File: config.mk
export PLATFORM = sky130hd
export DESIGN_NAME = bfa_byte_scan
export DESIGN_NICKNAME = d
export VERILOG_FILES = /design/src/design/bfa_pkg.sv /design/src/design/bfa_byte_scan.sv
export SDC_FILE = /design/constraint.sdc
export NUM_CORES = 1
export LEC_CHECK = 0
export CORE_AREA = 2 2 39 41
export DETAILED_ROUTE_END_ITERATION = 16
export DIE_AREA = 0 0 41 43
export DONT_BUFFER_PORTS = 1
export PLACE_DENSITY_LB_ADDON = 0.15
export SLEW_MARGIN = 20
export SYNTH_ARGS = -nofsm -noshare
export SYNTH_HDL_FRONTEND = slang
export SYNTH_SLANG_ARGS = --single-unit
File: constraint.sdc
create_clock -name vclk -period 0.8
set_input_delay 0.16 -clock vclk [all_inputs]
set_output_delay 0.16 -clock vclk [all_outputs]
set_load 0.03 [all_outputs]
File: src/design/bfa_pkg.sv
// Shared types and constants for the bitmap frame allocator.
package bfa_pkg;

    // Widths fixed by the request and result words
    localparam int FRAME_W      = 12;
    localparam int LIMIT_W      = 13;
    localparam int STATUS_W     = 2;
    // Bytes searched never exceed 4096 / 8 = 512, so this holds 0 to 512
    localparam int IDX_W        = 10;
    localparam int FIELD_FRAMES = 4096;
    localparam logic [LIMIT_W-1:0] LIMIT_RESET = 13'd4096;
    localparam logic [7:0] BYTE_FULL = 8'hFF;

    // Command codes
    localparam logic CMD_ALLOC = 1'b0;
    localparam logic CMD_FREE  = 1'b1;

    // Status codes
    localparam logic [STATUS_W-1:0] STAT_DONE   = 2'd0;
    localparam logic [STATUS_W-1:0] STAT_NOOP   = 2'd1;
    localparam logic [STATUS_W-1:0] STAT_NOFREE = 2'd2;

    typedef enum logic [1:0] {
        S_CLEAR,
        S_IDLE,
        S_SCAN,
        S_FREE
    } state_t;

    typedef struct packed {
        logic               command;
        logic [FRAME_W-1:0] page_frame;
        logic               kernel_page;
        logic               rw_page;
    } request_t;

    typedef struct packed {
        logic [FRAME_W-1:0]  new_frame;
        logic                present_bit;
        logic                writable_bit;
        logic                user_bit;
        logic [STATUS_W-1:0] status;
    } result_t;

    // What the byte examiner reports about one bitmap byte
    typedef struct packed {
        logic       full;
        logic [2:0] bit_idx;
    } scan_t;

endpackage

File: src/design/bfa_byte_scan.sv
// Byte examiner: finds the lowest free frame within one bitmap byte.
module bfa_byte_scan (
    input  logic          [7:0] byte_in,
    output bfa_pkg::scan_t      scan
);

    always_comb
    begin
        scan.full    = (byte_in == bfa_pkg::BYTE_FULL);
        scan.bit_idx = 3'd0;
        // Walk from the top so that the lowest clear bit wins.
        for (int b = 7; b >= 0; b--)
        begin
            if (!byte_in[b])
            begin
                scan.bit_idx = 3'(b);
            end
        end
    end

endmodule

Word-level counts from Yosys, hierarchy flattened
Index checks and enable logic that the tools add are counted.
{"block": "totals", "register_bits": 0, "latch_bits": 0, "mem_bits_rw": 0, "rom_bits": 0, "in_bits": 8, "out_inout_bits": 4, "n_memories": 0}
{"block": "op_classes", "addsub": 0, "n_mul": 0, "div": 0, "n_lt_le_gt_ge": 0, "n_eq_ne": 1, "shifts": 0, "mux": 8, "n_bitwise": 0, "n_reduce_logical": 0}
{"cell": "$mux 3", "n": 8}
{"cell": "$eq 8x8->1 const B", "n": 1}

Longest topological paths before layout
{"block": "depth", "ltp_word": 8, "depth_mapped": 3, "ltp_nobuf": 3}

Worst setup path before layout
No wires, ideal clock.
{"block": "synth_path", "path_kind": "input -> output", "startpoint": "input byte_in[6]", "endpoint": "output scan[1] (netlist bit)", "t_arrival_ps": 818, "path_slack_ps": -178, "stages": 3, "n_path_buf": 0, "cell_sequence": "nand2_1 -> nand3_1 -> a31oi_1"}
{"item": "start: declaration", "line_no": "bfa_byte_scan.sv:3", "source": "input logic [7:0] byte_in,"}
{"item": "end: declaration", "line_no": "bfa_byte_scan.sv:4", "source": "output bfa_pkg::scan_t scan"}

==> out/qor.txt <==
Syn Area/Cell = 5.77 um2
Yosys top cell area share = 16.7%
first-pass GRT wire length = 496 um
GPL Wtd Cong = 0.606
critical path endpoint = scan[2]
peak supply drop = 0.128 mV
# clk buffers = 0
cells after synthesis = 13
run status = finished, final reports clean
slew margin rel. = 80.0%
Syn Nets = 21
setup bufs post-CTS = 0
Hold WS = 443 ps
Layout Cells excl Fill = 30
IO Pins = 12
DRT iter0 DRCs = 2
Core Area = 1380 um2
crit end category = output pin
leading area contributor after synthesis = nand4_1
initial antenna violation count = 0
post-DP HPWL = 288 um
critical path depth in cells = 2
die area = 1760 um2
Ys Warns = 0
Critical Path Source Type = input port
GRT Total Usage = 3.90%
FILL cells = 158
Max Slew Vio Count = 0
register area share after synthesis = 0%
TritonRoute pass-1 iters = 2
top cells by area, synth = nand4_1 17%, a41o_1 13%, a21boi_1 10%
crit path from = byte_in[0]
cell-internal power = 0.0226 mW
Cell Area, Synth = 75.1 um2
fin area = 143 um2
DIE WIDTH = 41 um
crit-path cells = nand4_1, and2b_2
floorplan row count = 14
slowest CP cell = and2b_2
crit-path leading delay family = simple AND/OR/NAND/NOR gates
crit path kind = in2out
Static Leakage = 0.0484 nW
final hold vios = 0
diodes inserted = 0
via/cell ratio = 3.80
Critical Path AT = 620 ps
share of layout cells above drive strength 1 = 64.3%
Max Cap Viol = 0
FF+latch area = 0 um2
worst-path fanout max = 4
final wirelength = 314 um
sequential cells = 0
Synth cell types = 11
DRC = 0
Max stage delay on crit path = 340 ps
DP Cell Count = 30
via count = 114
post-route ant nets = 0
hold crit path type = in2out
vias in the first global route = 125
post-route clock period utilization = 97.1%
Reg power frac = 0%
PortBufs = 0
total gr overflow = 0
Clock power frac = 0%
DP Area = 121 um2
Initial Utilization = 5.42%
Switch Pwr = 0.0316 mW
CTS Hold Bufs = 0
wire per inst = 10.5 um
Die Height = 43 um
logic gate share of total power = 100.0%
RSZ-0062 raised after global routing = yes
Bufs and invs on worst path = 0
worst-margin pin slew = 300 ps
sw frac = 58.3%
Final nets = 24
TNS Setup = 0 ps
Fmax = 1290 MHz
Worst Path Required = 640 ps
largest net degree at the start of global routing = 5
Pwr per Cell Area = 380 nW/um2
synth-to-layout area growth = 90.0%
Setup Viol. Count Final = 0
fin crit period = 777 ps
[layout make-up]
cell class	count	area, um2	area share, %
Multi-Input combinational cell	12	111	78.1
Timing Repair Buffer	1	7.51	5.26
Tap cell	16	20.0	14.0
Inverter	1	3.75	2.63
[worst min path at each step]
stage               startpoint       to  slack, ps  cells after the start
floorplan           byte_in[3]  scan[1]        430                      1
global placement    byte_in[3]  scan[1]        440                      1
detailed placement  byte_in[3]  scan[1]        440                      1
CTS                 byte_in[2]  scan[1]        450                      1
global route        byte_in[2]  scan[1]        440                      1
finish              byte_in[2]  scan[1]        440                      1
[cell families (layout without fill, tap and decap cells)]
kind of cell	Yosys count	count (layout)	synth area share [%]
buffers and inverters	1	2	5.00
AOI/OAI and AO/OA	4	4	38.3
and+or+nand+nor	8	8	56.7
[layout by cell type, fill, tap and decap left out, drive strengths merged]
cell / instances
nand4: 2
nor2: 1
nand3: 1
and2b: 1
nand2b: 1
nand2: 2
o21ai: 1
inv: 1
a41o: 1
a31oi: 1
a21boi: 1
buf: 1
[layer usage]
metal	up-vias	track usage, %	share of wire (%)
met1	48	4.75	38
met2	13	5.31	27
met4	0	0	0
li1	53	-	-
met5	-	0	0
met3	0	3.66	34
[power groups by stage]
| stage | sequential [mW] | clock (mW) | combinational (mW) |
|---|---|---|---|
| finish | 0 | 0 | 0.0542 |
| global route | 0 | 0 | 0.0584 |
| CTS | 0 | 0 | 0.0478 |
| detailed placement | 0 | 0 | 0.0473 |
| global placement | 0 | 0 | 0.0465 |
| floorplan | 0 | 0 | 0.0437 |
[through the flow]
step                setup WS, ps  total power [mW]  utilization [%]
finish                      23.1            0.0542             10.3
global route               -6.72            0.0584             10.3
floorplan                   3.81            0.0437                -
detailed placement         -36.0            0.0473             8.77
global placement           -33.9            0.0465             8.77
CTS                         2.84            0.0478             8.86
[cell usage after synthesis, drive strengths merged]
master	n
nor2	1
o21ai	1
nand2b	1
a21boi	1
and2b	1
inv	1
nand3	1
a31oi	1
nand2	2
nand4	2
a41o	1
[repair_timing]
| item | 4_1_cts | 5_1_grt |
|---|---|---|
| resized for setup | 1 | 4 |
| endpoints found under the setup margin | 2 | 3 |
| pin swaps | 1 | 3 |
Note: power is estimated with default switching activity, not from simulation.
